**src/sv/sjgl_pkg.sv**
```systemverilog
`default_nettype none

package sjgl_pkg;

    // Width of the pixel cursor; the cursor wraps modulo 2**CURSOR_BITS.
    localparam int CURSOR_BITS = 12;
    localparam int DX_W        = 13;
    localparam int OFF_W       = 20;
    localparam int KT_W        = 10;
    localparam int Q_AW        = 2;
    localparam int Q_DEPTH     = 1 << Q_AW;
    localparam int Q_CW        = Q_AW + 1;

    localparam logic [1:0] MODE_SINGLE = 2'd0;
    localparam logic [1:0] MODE_SJIS   = 2'd1;
    localparam logic [1:0] MODE_EUC    = 2'd2;
    localparam logic [1:0] MODE_OFF    = 2'd3;

    typedef logic [CURSOR_BITS-1:0] t_cursor;
    typedef logic [DX_W-1:0]        t_dx;
    typedef logic [OFF_W-1:0]       t_off;

    // One decoded command handed from the front part to the back part.
    typedef struct packed {
        logic                   pair;
        logic                   sel;
        t_cursor                cursor;
        logic [7:0]             code;
        logic signed [KT_W-1:0] k;
        logic signed [KT_W-1:0] t;
    } t_cmd;

    function automatic t_dx cursor_to_dx(input t_cursor c);
        logic [CURSOR_BITS+DX_W-1:0] tmp;
        tmp = {{DX_W{1'b0}}, c};
        return tmp[DX_W-1:0];
    endfunction

endpackage

`default_nettype wire

```
**src/sv/sjgl_front.sv**
```systemverilog
`default_nettype none

module sjgl_front (
    input  wire logic          i_clk,
    input  wire logic          i_rst_n,
    input  wire logic          i_cfg_we,
    input  wire logic [1:0]    i_cfg_wdata,
    input  wire logic          i_accept,
    input  wire logic [7:0]    i_code_byte,
    input  wire logic          i_new_string,
    input  wire logic [11:0]   i_start_x,
    output logic               o_q_push,
    output sjgl_pkg::t_cmd     o_q_cmd
);
    import sjgl_pkg::*;

    logic [1:0] r_mode;
    logic [7:0] r_lead;
    t_cursor    r_cursor;

    logic [7:0] n_lead;
    t_cursor    n_cursor;
    t_cursor    cur_eff;
    logic [CURSOR_BITS+11:0] sx_ext;
    logic       lead_hit;
    logic signed [KT_W-1:0] lbs, sbs, k, t;

    assign sx_ext  = {{CURSOR_BITS{1'b0}}, i_start_x};
    assign cur_eff = i_new_string ? sx_ext[CURSOR_BITS-1:0] : r_cursor;
    assign lbs     = signed'({2'b00, r_lead});
    assign sbs     = signed'({2'b00, i_code_byte});

    always_comb begin
        if (r_mode == MODE_SJIS) begin
            lead_hit = (i_code_byte >= 8'h81 && i_code_byte <= 8'h9f) ||
                       (i_code_byte >= 8'he0 && i_code_byte <= 8'hfc);
        end else begin
            lead_hit = i_code_byte >= 8'h81 && i_code_byte <= 8'hfe;
        end
    end

    // Row and cell of a double-byte pair, signed so that malformed pairs
    // carry through as they decode.
    always_comb begin
        if (r_mode == MODE_SJIS) begin
            if (r_lead >= 8'h81 && r_lead <= 8'h9f) begin
                k = (lbs - 10'sd129) * 10'sd2;
            end else begin
                k = (lbs - 10'sd224) * 10'sd2 + 10'sd62;
            end
            if (i_code_byte >= 8'h40 && i_code_byte <= 8'h7e) begin
                t = sbs - 10'sd64;
            end else if (i_code_byte >= 8'h80 && i_code_byte <= 8'h9e) begin
                t = sbs - 10'sd65;
            end else begin
                t = sbs - 10'sd159;
                k = k + 10'sd1;
            end
        end else begin
            k = lbs - 10'sd161;
            t = sbs - 10'sd161;
        end
    end

    always_comb begin
        n_lead          = r_lead;
        n_cursor        = cur_eff;
        o_q_push        = 1'b0;
        o_q_cmd.pair    = 1'b0;
        o_q_cmd.sel     = 1'b1;
        o_q_cmd.cursor  = cur_eff;
        o_q_cmd.code    = i_code_byte;
        o_q_cmd.k       = k;
        o_q_cmd.t       = t;
        if (i_accept && i_code_byte != 8'h00 && r_mode != MODE_OFF) begin
            n_cursor = cur_eff + t_cursor'(8);
            if (r_mode == MODE_SINGLE) begin
                o_q_push    = 1'b1;
                o_q_cmd.sel = 1'b0;
            end else if (r_lead == 8'h00) begin
                if (lead_hit) begin
                    n_lead = i_code_byte;
                end else begin
                    o_q_push = 1'b1;
                end
            end else begin
                o_q_push     = 1'b1;
                o_q_cmd.pair = 1'b1;
                n_lead       = 8'h00;
            end
        end
    end

    always_ff @(posedge i_clk) begin
        if (!i_rst_n) begin
            r_mode   <= MODE_SINGLE;
            r_lead   <= 8'h00;
            r_cursor <= '0;
        end else begin
            if (i_cfg_we) begin
                r_mode <= i_cfg_wdata;
            end
            if (i_accept) begin
                r_lead   <= n_lead;
                r_cursor <= n_cursor;
            end
        end
    end

endmodule

`default_nettype wire

```
**src/sv/sjgl_queue.sv**
```systemverilog
`default_nettype none

module sjgl_queue (
    input  wire logic           i_clk,
    input  wire logic           i_rst_n,
    input  wire logic           i_push,
    input  wire sjgl_pkg::t_cmd i_cmd,
    output logic                o_full,
    input  wire logic           i_pop,
    output logic                o_empty,
    output sjgl_pkg::t_cmd      o_cmd
);
    import sjgl_pkg::*;

    t_cmd             r_mem [Q_DEPTH];
    logic [Q_AW-1:0]  r_wr_ptr, r_rd_ptr;
    logic [Q_CW-1:0]  r_count;
    logic             do_push, do_pop;

    assign o_full  = r_count == Q_CW'(Q_DEPTH);
    assign o_empty = r_count == '0;
    assign o_cmd   = r_mem[r_rd_ptr];
    assign do_push = i_push && !o_full;
    assign do_pop  = i_pop && !o_empty;

    always_ff @(posedge i_clk) begin
        if (do_push) begin
            r_mem[r_wr_ptr] <= i_cmd;
        end
    end

    always_ff @(posedge i_clk) begin
        if (!i_rst_n) begin
            r_wr_ptr <= '0;
            r_rd_ptr <= '0;
            r_count  <= '0;
        end else begin
            if (do_push) begin
                r_wr_ptr <= r_wr_ptr + 1'b1;
            end
            if (do_pop) begin
                r_rd_ptr <= r_rd_ptr + 1'b1;
            end
            if (do_push && !do_pop) begin
                r_count <= r_count + 1'b1;
            end else if (do_pop && !do_push) begin
                r_count <= r_count - 1'b1;
            end
        end
    end

endmodule

`default_nettype wire

```
**src/sv/sjgl_back.sv**
```systemverilog
`default_nettype none

module sjgl_back (
    input  wire logic           i_clk,
    input  wire logic           i_rst_n,
    input  wire logic           i_q_empty,
    input  wire sjgl_pkg::t_cmd i_q_cmd,
    output logic                o_q_pop,
    input  wire logic           i_pop,
    output logic                o_empty,
    output logic [12:0]         o_draw_x,
    output logic                o_font_select,
    output logic [19:0]         o_font_offset,
    output logic                o_last_result
);
    import sjgl_pkg::*;

    logic r_valid, r_phase, r_sel, r_last;
    t_dx  r_dx;
    t_off r_off;

    logic load;
    logic signed [OFF_W-1:0] idx, base;
    t_off n_off;
    t_dx  n_dx;
    logic n_last;

    assign load    = !i_q_empty && (!r_valid || i_pop);
    assign o_q_pop = load && (!i_q_cmd.pair || r_phase);

    assign idx  = OFF_W'(i_q_cmd.k) * 20'sd94 + OFF_W'(i_q_cmd.t);
    assign base = 20'sd4096 + (idx <<< 5);

    always_comb begin
        n_dx   = cursor_to_dx(i_q_cmd.cursor);
        n_off  = {8'h00, i_q_cmd.code, 4'h0};
        n_last = 1'b1;
        if (i_q_cmd.pair) begin
            if (!r_phase) begin
                n_dx   = n_dx - t_dx'(8);
                n_off  = base;
                n_last = 1'b0;
            end else begin
                n_off = base + 20'sd16;
            end
        end
    end

    always_ff @(posedge i_clk) begin
        if (load) begin
            r_dx   <= n_dx;
            r_off  <= n_off;
            r_sel  <= i_q_cmd.sel;
            r_last <= n_last;
        end
    end

    always_ff @(posedge i_clk) begin
        if (!i_rst_n) begin
            r_valid <= 1'b0;
            r_phase <= 1'b0;
        end else begin
            if (load) begin
                r_valid <= 1'b1;
                r_phase <= i_q_cmd.pair && !r_phase;
            end else if (i_pop) begin
                r_valid <= 1'b0;
            end
        end
    end

    assign o_empty       = !r_valid;
    assign o_draw_x      = r_dx;
    assign o_font_select = r_sel;
    assign o_font_offset = r_off;
    assign o_last_result = r_last;

    // While a left half is shown, the pair it belongs to is still queued.
    a_left_holds_pair: assert property (@(posedge i_clk) disable iff (!i_rst_n)
        r_valid && !r_last |-> r_phase && !i_q_empty && i_q_cmd.pair)
        else $error("left half shown without its pair at the queue head");

    a_phase_needs_head: assert property (@(posedge i_clk) disable iff (!i_rst_n)
        r_phase |-> !i_q_empty)
        else $error("second half pending with an empty queue");

    a_pair_no_pop_first: assert property (@(posedge i_clk) disable iff (!i_rst_n)
        load && i_q_cmd.pair && !r_phase |-> !o_q_pop ##1 (r_valid && !r_last))
        else $error("pair dequeued before its right half");

endmodule

`default_nettype wire

```
**src/sv/sjis_eucjp_glyph_locator.sv**
```systemverilog
`default_nettype none

// Channel   Direction  Handshake              Payload
// --------  ---------  ---------------------  ---------------------------------------------
// input     in         i_push / o_full        i_code_byte, i_new_string, i_start_x
// result    out        o_empty / i_pop        o_draw_x, o_font_select, o_font_offset,
//                                             o_last_result
// config    in         i_cfg_we               i_cfg_wdata (lang_mode)
//
// A byte is taken in every cycle while the four-entry command queue has room;
// the front part updates the lead byte and cursor in the cycle it takes a beat.
// The back part puts out one result beat per cycle while the queue is not empty and
// the result side pops; a double-byte pair gives a left and a right half beat, a single
// glyph one beat; the result register sets that rate. A queued command reaches the
// outputs through the result register. Reset (synchronous, active low) clears the
// mode, lead byte, cursor, queue and result valid flag. Either side may stall freely:
// the queue and the result register keep the two apart.

module sjis_eucjp_glyph_locator (
    input  wire logic        i_clk,
    input  wire logic        i_rst_n,
    input  wire logic        i_cfg_we,
    input  wire logic [1:0]  i_cfg_wdata,
    input  wire logic        i_push,
    output logic             o_full,
    input  wire logic [7:0]  i_code_byte,
    input  wire logic        i_new_string,
    input  wire logic [11:0] i_start_x,
    output logic             o_empty,
    input  wire logic        i_pop,
    output logic [12:0]      o_draw_x,
    output logic             o_font_select,
    output logic [19:0]      o_font_offset,
    output logic             o_last_result
);
    import sjgl_pkg::*;

    logic accept;
    logic q_push, q_full, q_pop, q_empty;
    t_cmd front_cmd, head_cmd;

    // A beat is accepted whenever the queue has room, even for a byte that
    // ends up producing no command.
    assign accept = i_push && !q_full;
    assign o_full = q_full;

    sjgl_front u_front (
        .i_clk        (i_clk),
        .i_rst_n      (i_rst_n),
        .i_cfg_we     (i_cfg_we),
        .i_cfg_wdata  (i_cfg_wdata),
        .i_accept     (accept),
        .i_code_byte  (i_code_byte),
        .i_new_string (i_new_string),
        .i_start_x    (i_start_x),
        .o_q_push     (q_push),
        .o_q_cmd      (front_cmd)
    );

    sjgl_queue u_queue (
        .i_clk   (i_clk),
        .i_rst_n (i_rst_n),
        .i_push  (q_push),
        .i_cmd   (front_cmd),
        .o_full  (q_full),
        .i_pop   (q_pop),
        .o_empty (q_empty),
        .o_cmd   (head_cmd)
    );

    sjgl_back u_back (
        .i_clk         (i_clk),
        .i_rst_n       (i_rst_n),
        .i_q_empty     (q_empty),
        .i_q_cmd       (head_cmd),
        .o_q_pop       (q_pop),
        .i_pop         (i_pop),
        .o_empty       (o_empty),
        .o_draw_x      (o_draw_x),
        .o_font_select (o_font_select),
        .o_font_offset (o_font_offset),
        .o_last_result (o_last_result)
    );

endmodule

`default_nettype wire

```
**config.mk**
```make
export PLATFORM = sky130hd
export DESIGN_NAME = sjis_eucjp_glyph_locator
export DESIGN_NICKNAME = d
export VERILOG_FILES = /design/src/sv/sjgl_pkg.sv /design/src/sv/sjgl_front.sv /design/src/sv/sjgl_queue.sv /design/src/sv/sjgl_back.sv /design/src/sv/sjis_eucjp_glyph_locator.sv
export SDC_FILE = /design/constraint.sdc
export NUM_CORES = 1
export LEC_CHECK = 0
export ABC_AREA = 1
export BUFFER_PORTS_ARGS = -buffer_cell sky130_fd_sc_hd__buf_4
export CAP_MARGIN = 10
export CORE_UTILIZATION = 55
export CTS_CLUSTER_DIAMETER = 150
export DETAILED_ROUTE_END_ITERATION = 10
export PLACE_DENSITY = 0.73
export SYNTH_ARGS = -nofsm -noshare
export SYNTH_HDL_FRONTEND = slang
export SYNTH_SLANG_ARGS = --single-unit
```
**constraint.sdc**
```tcl
create_clock -name i_clk -period 9 [get_ports i_clk]
set_input_delay 2.25 -clock i_clk [delete_from_list [all_inputs] [get_ports i_clk]]
set_output_delay 2.25 -clock i_clk [all_outputs]
set_load 0.01 [all_outputs]
```
Word level (Yosys, flattened, before mapping)
Memories as Yosys holds them, arrays and structs flattened. A register that Yosys moved wholly into a read port is not among the register bits.
Index checks and enable logic that the tools add are counted.
- $add $sub $neg: 18
- multiply operators: 1
- $lt $le $gt $ge: 11
- eq/ne operators: 4
- mux-type cells: 34
- bitwise operators: 2
- reduce and logical (&&, ||, !) cells: 34
- operators with widths (operator ; number):
    10-bit 2-to-1 mux ; 8
    12-bit 2-to-1 mux ; 5
    8-bit by 8-bit subtractor with 9-bit output (second input constant) ; 5
    8-bit <= comparator (second input constant) ; 5
    8-bit greater-or-equal comparator (second input constant) ; 4
    14-bit by 20-bit adder with 20-bit output (first input constant) ; 1
    20-bit by 6-bit adder with 20-bit output (second input constant) ; 1
    20-bit 2-to-1 mux ; 1
    8-bit by 7-bit subtractor with 9-bit output (second input constant) ; 2
    1-bit logical AND ; 16
    8-bit 2-to-1 mux ; 2
    15-bit by 10-bit adder with 15-bit output ; 1
    10-bit by 7-bit multiplier with 14-bit output (second input constant) ; 1
    1-bit 2-to-1 mux ; 13
    12-bit by 4-bit subtractor with 13-bit output (second input constant) ; 1
    12-bit by 4-bit adder with 12-bit output (second input constant) ; 1
    10-bit by 2-bit adder with 10-bit output (second input constant) ; 1
    10-bit by 7-bit adder with 10-bit output (second input constant) ; 1
    8-bit by 7-bit greater-or-equal comparator with 1-bit output (second input constant) ; 1
    8-bit by 7-bit <= comparator with 1-bit output (second input constant) ; 1
    8-bit logical NOT ; 1
    8-bit nonzero test ; 1
    1-bit logical NOT ; 7
    2-bit 2-to-1 mux ; 3
    other kinds (15) ; 21
- register bits after elaboration: 66
- bits in writable memories: 168
- input bits: 28
- output and inout port bits: 37
- memories: 1
- memory list (name ; words ; width ; rd ports ; clocked after Yosys merged registers in ; wr ports ; RTL line ; text):
    u_queue.r_mem ; 4 ; 42 ; 1 ; 1 ; 1 ; sjgl_queue.sv:15 ; t_cmd r_mem [Q_DEPTH];

Depth between registers and ports, before layout
Gate-level depths: netlist (run 1).
- word-level depth: 13
- depth in mapped cells: 36

Cells and area by module
A second synthesis (run 1) with hierarchy kept.
- cell total of the unflattened synthesis: 1412
- area, all modules: 13265.2 um^2
- by module, submodules not included (module ; times used ; cells an instance ; area an instance (um^2) ; seq. area each (um^2)):
    sjgl_queue ; 1 ; 476 ; 6703.9 ; 5225.0
    sjgl_back ; 1 ; 478 ; 3782.4 ; 970.9
    sjgl_front ; 1 ; 456 ; 2768.9 ; 440.4
    sjis_eucjp_glyph_locator ; 1 ; 2 ; 10.0 ; 0.0

Worst setup path after synthesis (run 1)
OpenSTA, ideal clock, no wires.
- path kind: register to register
- start: reg (tool-made name)
- end: reg u_back.r_off[19] (netlist: u_back.o_font_offset[19]) (data pin)
- library setup time: 0.255 ns
- data arrival time: 5.691 ns
- setup slack: 3.054 ns
- stages on the path, launching flop included: 32
- path buffers: 5
- period minus slack after synthesis: 5.946 ns
- path through: dfxtp_1 -> buf_4 -> inv_2 -> buf_6 -> buf_2 -> buf_2 -> buf_2 -> a21oi_1 -> a32oi_1 -> fa_1 -> ha_1 -> fa_1 -> inv_1 -> fa_1 -> inv_1 -> ha_1 -> nand2_1 -> o21ai_0 -> a21oi_1 -> o211a_1 -> xnor2_1 -> ha_1 -> inv_1 -> o21ai_0 -> a21oi_1 -> nand3_1 -> nand2_1 -> nand2_1 -> nor2_1 -> nand3_1 -> a21oi_1 -> nor2_1
- RTL lines (what ; RTL line ; text):
    to (signal assigned) ; sjgl_back.sv:52 ; r_off <= n_off;
    to (decl) ; sjgl_back.sv:20 ; t_off r_off;

==> impl_metrics.env, run 1 <==
export IMPL_status="finished clean"
export IMPL_synth_mux_area_share_pct=0.249
export IMPL_root_buffer="clkbuf_16"
export IMPL_crit_type="reg2reg"
export IMPL_fin_setup_tns_ns=0
export IMPL_yosys_area_share_adder_pct=10.1
export IMPL_fin_area_um2=14100
export IMPL_drt_iter0_markers=694
export IMPL_portBuffers=60
export IMPL_postSynth_asyncResetShare_pct=0
export IMPL_ctsResizeCount=0
export IMPL_netlist_instances=1298
export IMPL_synth_compound_gate_area_share_pct=11.3
export IMPL_finalWirelength_um=26000
export IMPL_tritoncts="done"
export IMPL_globalRouteOverflowTotal=0
export IMPL_dieHeight_um=153
export IMPL_syn_cell_area_um2=12500
export IMPL_report_final_slew_viol_count=0
export IMPL_fin_nets=1469
export IMPL_wl_met2_um=12000
export IMPL_dpl_cell_count=1608
export IMPL_met3WireLength_um=1490
export IMPL_diodes=0
export IMPL_fraction_of_final_layout_cells_with_drive_strength_greater_than_1_pct=11.1
export IMPL_avgSynthCellArea_um2=9.67
export IMPL_seq_cells_post_synth=228
export IMPL_synth_top_cells_by_area="edfxtp_1 (47%), nand2_1 (6.9%), ha_1 (6.3%), dfxtp_1 (5.3%), inv_1 (5.1%)"
export IMPL_cts_clk_slew_worst_paths_ns=0.06
export IMPL_ant_nets=0
export IMPL_top_layer_used="met4"
export IMPL_timing_final_hold_violations=0
export IMPL_gp_routability_congestion=0.871
export IMPL_synth_top_family_by_area="simple AND/OR/NAND/NOR gates"
export IMPL_cts_sinks=228
export IMPL_total_number_of_placement_rows=54
export IMPL_setup_crit_start_kind="register"
export IMPL_cts_buffers_inserted=24
export IMPL_worst_hold_path_type="reg2reg"
export IMPL_avgRoutedWirePerCell_um=15.8
export IMPL_dr_total_vias=9087
export IMPL_number_of_inserted_filler_cells_in_the_final_layout=1768
export IMPL_cts_path_max_buffers=3
export IMPL_crit_family="adder cells"
export IMPL_number_of_max_cap_violations=0
export IMPL_cpPeakStageDelay_ns=0.54
export IMPL_timing_final_crit_period_ns=6.51
export IMPL_worst_pin_slew_ns=1.04
export IMPL_hold_buffers=0
export IMPL_first_pass_grt_wire_length_um=42700
export IMPL_cts_htree_levels=1
export IMPL_area_growth_syn_to_layout_pct=12.3
export IMPL_ys_types=51
export IMPL_setup_repair_after_global_routing_missed_its_margin="no"
export IMPL_finClkSkew_ns=0.0204
export IMPL_netlist_top_cell_by_area="edfxtp_1"
export IMPL_crit_buf_inv=5
export IMPL_max_freq_mhz=154
export IMPL_drt_first_pass_iters=5
export IMPL_design_die_area_um2=23400
export IMPL_cp_arrival_ns=6.78
export IMPL_worstSkewPairLatency_ns=0.54
export IMPL_io_pins=65
export IMPL_die_w_um=153
export IMPL_yosysWarningCount=0
export IMPL_cp_required_ns=9.28
export IMPL_antenna_found_initial=0
export IMPL_grt_use_total_pct=22.7
export IMPL_drt_drc_violations_left=0
export IMPL_dpl_cell_area_um2=13300
export IMPL_grt_max_degree=83
export IMPL_synth_top_area_share_pct=46.7
export IMPL_vias_per_instance=5.50
export IMPL_cp_max_fo=27
export IMPL_synthXorXnorAreaFrac_pct=3.28
export IMPL_grt_pass1_vias=8670
export IMPL_synth_edff_count=195
export IMPL_crit_path_end_kind="register"
export IMPL_met1_wl_um=12100
export IMPL_start_util_pct=56.8
export IMPL_instances_no_fill=1652
export IMPL_core_area_um2=22100
export IMPL_ys_dominant_reg_cell="edfxtp_1"
export IMPL_slowest_stage="a32oi_1"
export IMPL_hpwlAfterDp_um=17900
export IMPL_yosysSeqAreaShare_pct=51.9
export IMPL_synth_simple_area_share_pct=15.9
export IMPL_cts_setup_buffers=0
export IMPL_worst_slew_margin_rel_pct=30.8
export IMPL_setup_viol=0
export IMPL_final_period_utilization_pct=72.3
[path summary, 6_finish.rpt]
kind | startpoint | cells after the start | end | slack, ns
setup / recovery | register | 27 | u_back.o_font_offset[19]$_SDFFCE_PN0P_ | 2.49
hold / removal | u_front.r_cursor[2]$_SDFFE_PN0P_ | 2 | u_front.r_cursor[2]$_SDFFE_PN0P_ | 0.45
setup reg to reg | register | 27 | u_back.o_font_offset[19]$_SDFFCE_PN0P_ | 2.49
hold reg to reg | u_front.r_cursor[2]$_SDFFE_PN0P_ | 2 | u_front.r_cursor[2]$_SDFFE_PN0P_ | 0.45
[cell families (layout without fill, tap and decap cells)]
| kind of cell | after synthesis | count (layout) |
|---|---|---|
| buffers and inverters | 224 | 295 |
| other | 1 | 4 |
| DFF | 228 | 228 |
| AOI/OAI and AO/OA | 246 | 246 |
| and+or+nand+nor | 462 | 462 |
| muxes | 3 | 3 |
| xor gates and xnor gates | 47 | 47 |
| adders and majority gates | 87 | 87 |
[per-stage QoR]
step	hold slack [ns]	utilization, %	setup slack (ns)
after floorplan	0.424	-	3.05
after global placement	0.433	60.0	2.65
after detailed placement	0.443	60.0	2.56
after CTS	0.453	63.8	2.52
after global routing	0.490	63.8	1.96
final	0.450	63.8	2.49
[cell usage after synthesis, types with 17 or more instances]
library cell / count
fa_1: 24
clkbuf_1: 21
o21ai_0: 102
o22ai_1: 20
xnor2_1: 17
nand3_1: 71
nand2_1: 232
a21oi_1: 67
inv_1: 171
nor2_1: 115
ha_1: 63
xor2_1: 30
dfxtp_1: 33
edfxtp_1: 195
[cell type report]
class | instances | area (µm²) | share of cell area (%)
Timing Repair Buffer | 71 | 533 | 3.78
Inverter | 180 | 676 | 4.80
Clock buffer | 33 | 664 | 4.72
Sequential cell | 228 | 6520 | 46.3
Multi-Input combinational cell | 849 | 5180 | 36.8
Clock inverter | 11 | 164 | 1.16
Tap cell | 280 | 350 | 2.49
[per-layer routing]
| metal | vias up | track usage [%] |
|---|---|---|
| li1 | 4524 | - |
| met2 | 262 | 36.5 |
| met1 | 4266 | 32.4 |
| met4 | 0 | 6.40 |
| met5 | - | 0 |
| met3 | 35 | 2.78 |
[flip-flops by register name (all words and copies together) (netlist names), 3 cells and up, named ones only]
register              cells
u_queue.r_count           3
u_back.o_draw_x          13
u_front.r_lead            8
u_back.o_font_offset     16
u_queue.r_mem           164
u_front.r_cursor         12
[placed cells by master, fill, tap and decap left out, types with 3 or more instances in the layout]
cell,instances
nand3_1,71
nand3_2,3
o21ai_1,9
nand2_2,4
fa_1,24
dfxtp_1,32
o211ai_1,7
o21ai_0,102
a32o_1,6
nor2_2,3
bufinv_16,3
xor2_1,30
o21ai_2,3
inv_2,9
o21bai_1,4
ha_1,63
nor2_4,5
a32oi_1,9
o22ai_1,20
inv_1,171
conb_1,4
nor2_1,111
clkinv_2,3
a21oi_1,67
xnor2_1,17
edfxtp_1,195
nor4_1,3
clkbuf_1,6
or2_2,4
nand2_4,3
o221ai_1,3
nand4_1,12
a31oi_1,6
buf_4,71
clkbuf_8,3
clkbuf_16,24
nand2_1,232
nor3_1,5
[tightest hold or removal path: cells and delay by family, from the launching register on]
family / cells / cell delay, ns
DFF: 1 / 0.30
AOI/OAI and AO/OA: 1 / 0.05
buffers and inverters: 1 / 0.06
Power of run 1 is left out: the tool's default activity adds up to more than one toggle a clock period on the data nets, which glitch-free logic cannot reach.
==> run 2: changes to the inputs <==
ABC_AREA = 0   (was 1)
PLACE_DENSITY = 0.76   (was 0.73)
clock period = 5.5 ns   (was 9 ns; I/O delays follow)
==> impl_metrics.env, run 2 <==
export IMPL_largest_register_ffs=164
export IMPL_ant_nets=0
export IMPL_cp_required_ns=5.76
export IMPL_worst_hold_path_type="reg2reg"
export IMPL_total_number_of_placement_rows=53
export IMPL_die_w_um=150
export IMPL_crit_type="reg2reg"
export IMPL_syn_cell_area_um2=12100
export IMPL_grt_max_degree=42
export IMPL_fin_setup_tns_ns=-0.908
export IMPL_antenna_found_initial=0
export IMPL_seq_cells_post_synth=228
export IMPL_crit_path_end_kind="register"
export IMPL_hpwlAfterDp_um=17100
export IMPL_drt_first_pass_iters=5
export IMPL_drt_drc_violations_left=0
export IMPL_start_util_pct=56.7
export IMPL_dieHeight_um=150
export IMPL_tritoncts="done"
export IMPL_cts_htree_levels=1
export IMPL_grt_met2_usage_pct=42.2
export IMPL_gr_usage_met3_pct=3.03
export IMPL_setup_crit_start_kind="register"
export IMPL_avgRoutedWirePerCell_um=19.4
export IMPL_fraction_of_final_layout_cells_with_drive_strength_greater_than_1_pct=30.8
export IMPL_grt_use_total_pct=23.7
export IMPL_design_die_area_um2=22600
export IMPL_yosys_cell_count_top_type="edfxtp_1"
export IMPL_hold_slack_ns=0.484
export IMPL_drt_iter0_markers=375
export IMPL_cts_buffers_inserted=26
export IMPL_netlist_instances=914
export IMPL_setup_repair_after_global_routing_missed_its_margin="yes"
export IMPL_dr_total_vias=7920
export IMPL_globalRouteOverflowTotal=0
export IMPL_worst_slew_margin_rel_pct=37.6
export IMPL_fin_nets=1184
export IMPL_regMostFlops="u_queue.r_mem"
export IMPL_grt_most_used_layer="met2"
export IMPL_mostFrequentLayoutCell="edfxtp_1"
export IMPL_cts_path_max_buffers=3
export IMPL_ys_dominant_reg_cell="edfxtp_1"
export IMPL_timing_final_crit_period_ns=5.95
export IMPL_vias_per_instance=5.81
export IMPL_mostFrequentLayoutCells="edfxtp_1 (195), buf_4 (153), inv_1 (71)"
export IMPL_postSynth_asyncResetShare_pct=0
export IMPL_yosysWarningCount=0
export IMPL_synth_edff_count=195
export IMPL_portBuffers=60
export IMPL_status="complete, but fails checks"
export IMPL_hold_buffers=0
export IMPL_area_growth_syn_to_layout_pct=23.0
export IMPL_worstSkewPairLatency_ns=0.53
export IMPL_gp_routability_congestion=0.878
export IMPL_report_final_slew_viol_count=0
export IMPL_setup_viol=3
export IMPL_yosysSeqAreaShare_pct=54.0
export IMPL_cts_sinks=228
export IMPL_global_route_usage_met1_pct=31.0
export IMPL_final_critical_path_setup_slack_ns=-0.453
export IMPL_netlist_top_cells_count="edfxtp_1 (195), inv_1 (77), ha_1 (63)"
export IMPL_synth_top_cells_by_area="edfxtp_1 (48%), mux4_2 (7.8%), ha_1 (6.5%), dfxtp_1 (5.5%), fa_1 (4.0%)"
export IMPL_avgSynthCellArea_um2=13.2
export IMPL_timing_final_hold_violations=0
export IMPL_core_area_um2=21300
export IMPL_number_of_max_cap_violations=0
export IMPL_final_period_utilization_pct=108
export IMPL_grt_pass1_vias=7899
export IMPL_worst_pin_slew_ns=0.928
export IMPL_first_pass_grt_wire_length_um=41200
export IMPL_root_buffer="clkbuf_16"
export IMPL_finClkSkew_ns=0.0208
export IMPL_diodes=0
export IMPL_number_of_inserted_filler_cells_in_the_final_layout=1397
export IMPL_cp_arrival_ns=6.22
export IMPL_io_pins=65
export IMPL_ys_types=74
export IMPL_max_freq_mhz=168
export IMPL_failed_checks="setup timing"
export IMPL_cts_clk_slew_worst_paths_ns=0.06
export IMPL_netlist_top_cell_by_area="edfxtp_1"
export IMPL_finalWirelength_um=26500
export IMPL_cp_max_fo=5
export IMPL_synth_top_area_share_pct=48.5
run 2: stage by stage:
step	setup WS, ns	instances	instance area [µm²]	util (%)
after floorplan	-0.662	917	12200	-
after global routing	-0.676	1364	14900	69.8
after CTS	-0.476	1352	14500	68.2
after global placement	-0.433	1300	13500	63.2
final	-0.453	1364	14900	69.8
after detailed placement	-0.616	1300	13500	63.2
run 2: worst paths after layout:
path,start,end,slack [ns],cells past startpoint
max,register,u_back.o_font_offset[19]$_SDFFCE_PN0P_,-0.45,23
min reg2reg,u_back.r_valid$_SDFFE_PN0P_,u_back.r_valid$_SDFFE_PN0P_,0.48,2
min,u_back.r_valid$_SDFFE_PN0P_,u_back.r_valid$_SDFFE_PN0P_,0.48,2
max reg2reg,register,u_back.o_font_offset[19]$_SDFFCE_PN0P_,-0.45,23
run 2: cells by family (layout without fill, tap and decap cells):
logic type | Yosys count | count (layout) | synth area share [%]
flops | 228 | 228 | 54.0
fa+ha+maj | 87 | 87 | 10.5
compound gates | 149 | 149 | 8.40
simple gates | 201 | 201 | 8.16
other cells | 1 | 4 | 0.0311
mux | 74 | 74 | 10.7
buf+inv | 116 | 288 | 3.97
xor+xnor | 58 | 58 | 4.32
run 2: worst max-delay path: stages (launching register included):
cell,delay [ns]
dfxtp_4,0.38
buf_12,0.12
mux4_2,0.55
fa_1,0.50
ha_1,0.32
fa_1,0.49
inv_2,0.04
fa_1,0.48
inv_2,0.05
ha_4,0.16
or4_4,0.49
a31oi_4,0.18
nor2b_1,0.07
o21a_1,0.18
nor2_1,0.11
xnor2_1,0.14
ha_1,0.27
nor2b_4,0.14
a21oi_2,0.11
o211ai_1,0.12
a311oi_2,0.28
and4bb_2,0.27
xnor3_1,0.19
nor2_1,0.04
run 2: per-layer routing:
layer / share of wire [%] / vias up / wire [µm]
met5: 0 / - / 0
met4: 1.9 / 0 / 501
met3: 3.8 / 43 / 1020
met2: 52 / 225 / 13700
met1: 42 / 3970 / 11200
li1: - / 3682 / -
run 2: cell type report:
cell class | instances | area [µm²] | share of cell area [%]
flip-flops and latches | 228 | 6520 | 43.9
multi-input cells | 573 | 5480 | 36.9
repair buffers | 163 | 1300 | 8.72
clock buffers | 32 | 693 | 4.67
well taps | 275 | 344 | 2.32
inverters | 77 | 289 | 1.95
clock inverters | 16 | 235 | 1.58
run 2: repair_timing:
action                     in CTS  in global routing
pin swaps                      23                 31
gates resized for setup        19                 49
setup endpoints to repair       4                  6
setup buffers                   6                 13
Power of run 2 is left out for the same reason.
==> run 3: changes to the inputs <==
REMOVE_ABC_BUFFERS = 1   (was default)
==> impl_metrics.env, run 3 (synthesis results as in run 2) <==
export IMPL_core_area_um2=21300
export IMPL_drt_iter0_markers=567
export IMPL_hold_slack_ns=0.486
export IMPL_reg2reg_depth=27
export IMPL_worstReg2RegEnd="u_back.o_font_offset[19]$_SDFFCE_PN0P_"
export IMPL_mostFrequentLayoutCells="edfxtp_1 (195), buf_4 (160), inv_1 (74)"
export IMPL_avgRoutedWirePerCell_um=18.8
export IMPL_slowest_stage="mux4_2"
export IMPL_fin_nets=1195
export IMPL_hpwlAfterDp_um=17000
export IMPL_start_util_pct=56.7
export IMPL_hold_path_startpoint="u_back.r_valid$_SDFFE_PN0P_"
export IMPL_fin_area_um2=14800
export IMPL_total_number_of_placement_rows=53
export IMPL_finalWirelength_um=25800
export IMPL_drt_drc_violations_left=0
export IMPL_cts_sinks=228
export IMPL_cts_clk_slew_worst_paths_ns=0.06
export IMPL_crit_type="reg2reg"
export IMPL_worstSkewPairLatency_ns=0.54
export IMPL_min_path_cells=2
export IMPL_design_die_area_um2=22600
export IMPL_timing_reg2reg_setup_slack_ns=-0.49
export IMPL_diodes=0
export IMPL_crit_buf_inv=5
export IMPL_report_final_slew_viol_count=0
export IMPL_cp_max_fo=5
export IMPL_grt_max_degree=42
export IMPL_number_of_max_cap_violations=0
export IMPL_cts_htree_levels=1
export IMPL_cts_path_max_buffers=3
export IMPL_portBuffers=60
export IMPL_antenna_found_initial=0
export IMPL_gp_routability_congestion=0.869
export IMPL_die_w_um=150
export IMPL_fraction_of_final_layout_cells_with_drive_strength_greater_than_1_pct=30.4
export IMPL_cp_arrival_ns=6.26
export IMPL_io_pins=65
export IMPL_grt_use_total_pct=23.4
export IMPL_crit_family="adder cells"
export IMPL_timing_final_hold_violations=0
export IMPL_grt_pass1_vias=7990
export IMPL_status="complete, but fails checks"
export IMPL_dpl_cell_area_um2=13400
export IMPL_dr_total_vias=7905
export IMPL_cp_required_ns=5.77
export IMPL_globalRouteOverflowTotal=0
export IMPL_setup_viol=3
export IMPL_crit_path_end_kind="register"
export IMPL_dp_slack_ns=-0.890
export IMPL_root_buffer="clkbuf_16"
export IMPL_max_freq_mhz=167
export IMPL_number_of_inserted_filler_cells_in_the_final_layout=1395
export IMPL_dieHeight_um=150
export IMPL_finClkSkew_ns=0.0178
export IMPL_hold_path_end="u_back.r_valid$_SDFFE_PN0P_"
export IMPL_worst_slew_margin_rel_pct=40.5
export IMPL_final_period_utilization_pct=109
export IMPL_largest_register_ffs=164
export IMPL_regMostFlops="u_queue.r_mem"
export IMPL_first_pass_grt_wire_length_um=40900
export IMPL_worst_hold_path_type="reg2reg"
export IMPL_final_critical_path_setup_slack_ns=-0.487
export IMPL_drt_first_pass_iters=5
export IMPL_vias_per_instance=5.75
export IMPL_setup_repair_after_global_routing_missed_its_margin="yes"
export IMPL_cpPeakStageDelay_ns=0.54
export IMPL_setup_crit_start_kind="register"
export IMPL_cts_buffers_inserted=25
export IMPL_worst_pin_slew_ns=0.886
export IMPL_failed_checks="setup timing"
export IMPL_area_growth_syn_to_layout_pct=22.5
export IMPL_ant_nets=0
export IMPL_mostFrequentLayoutCell="edfxtp_1"
export IMPL_timing_final_crit_period_ns=5.99
export IMPL_tritoncts="done"
run 3: per-layer routing:
metal | part of all wire [%] | GRT usage, % | wire length, µm
met4 | 2.5 | 7.27 | 653
met2 | 50 | 41.1 | 13000
met3 | 5.0 | 2.79 | 1290
met5 | 0 | 0 | 0
met1 | 42 | 30.3 | 10800
run 3: worst max path at each step:
| stage | from | to | slack [ns] | cells after the start |
|---|---|---|---|---|
| 2_1_floorplan | register | u_back.o_font_offset[19]$_SDFFCE_PN0P_ | -2.33 | 25 |
| 3_3_place_gp | register | u_back.o_font_offset[19]$_SDFFCE_PN0P_ | -0.69 | 25 |
| 3_5_place_dp | register | u_back.o_font_offset[19]$_SDFFCE_PN0P_ | -0.89 | 25 |
| 4_1_cts | register | u_back.o_font_offset[19]$_SDFFCE_PN0P_ | -0.43 | 23 |
| 5_1_grt | register | u_back.o_font_offset[19]$_SDFFCE_PN0P_ | -0.68 | 24 |
| 6_report | register | u_back.o_font_offset[19]$_SDFFCE_PN0P_ | -0.49 | 27 |
run 3: cell type report:
cell class                      instances  area [µm²]  area share (%)
Timing Repair Buffer                  175        1410            9.55
Clock buffer                           31         658            4.45
Multi-Input combinational cell        573        5400            36.5
Sequential cell                       228        6520            44.1
Clock inverter                         15         175            1.18
Tap cell                              275         344            2.33
Inverter                               77         289            1.95
run 3: repair_timing:
item / 4_1_cts / 5_1_grt
hold buffers: 0 / 0
hold endpoints to repair: 0 / 0
pin swaps: 29 / 16
endpoints found under the setup margin: 4 / 6
resized for setup: 40 / 33
setup buffers: 21 / 8
run 3: metrics by stage:
stage | TNS, ns | std cells | utilization, %
4_1_cts | -0.970 | 1369 | 68.5
3_5_place_dp | -1.89 | 1304 | 63.1
3_3_place_gp | -1.34 | 1304 | 63.1
2_1_floorplan | -11.32 | 878 | -
5_1_grt | -2.09 | 1374 | 69.5
6_report | -1.14 | 1374 | 69.5
run 3: worst min-delay path: cells and delay by family (launching register included):
family	cells	cell delay, ns
AOI/OAI and AO/OA	1	0.06
DFF	1	0.32
and+or+nand+nor	1	0.05
Power of run 3 is left out for the same reason.
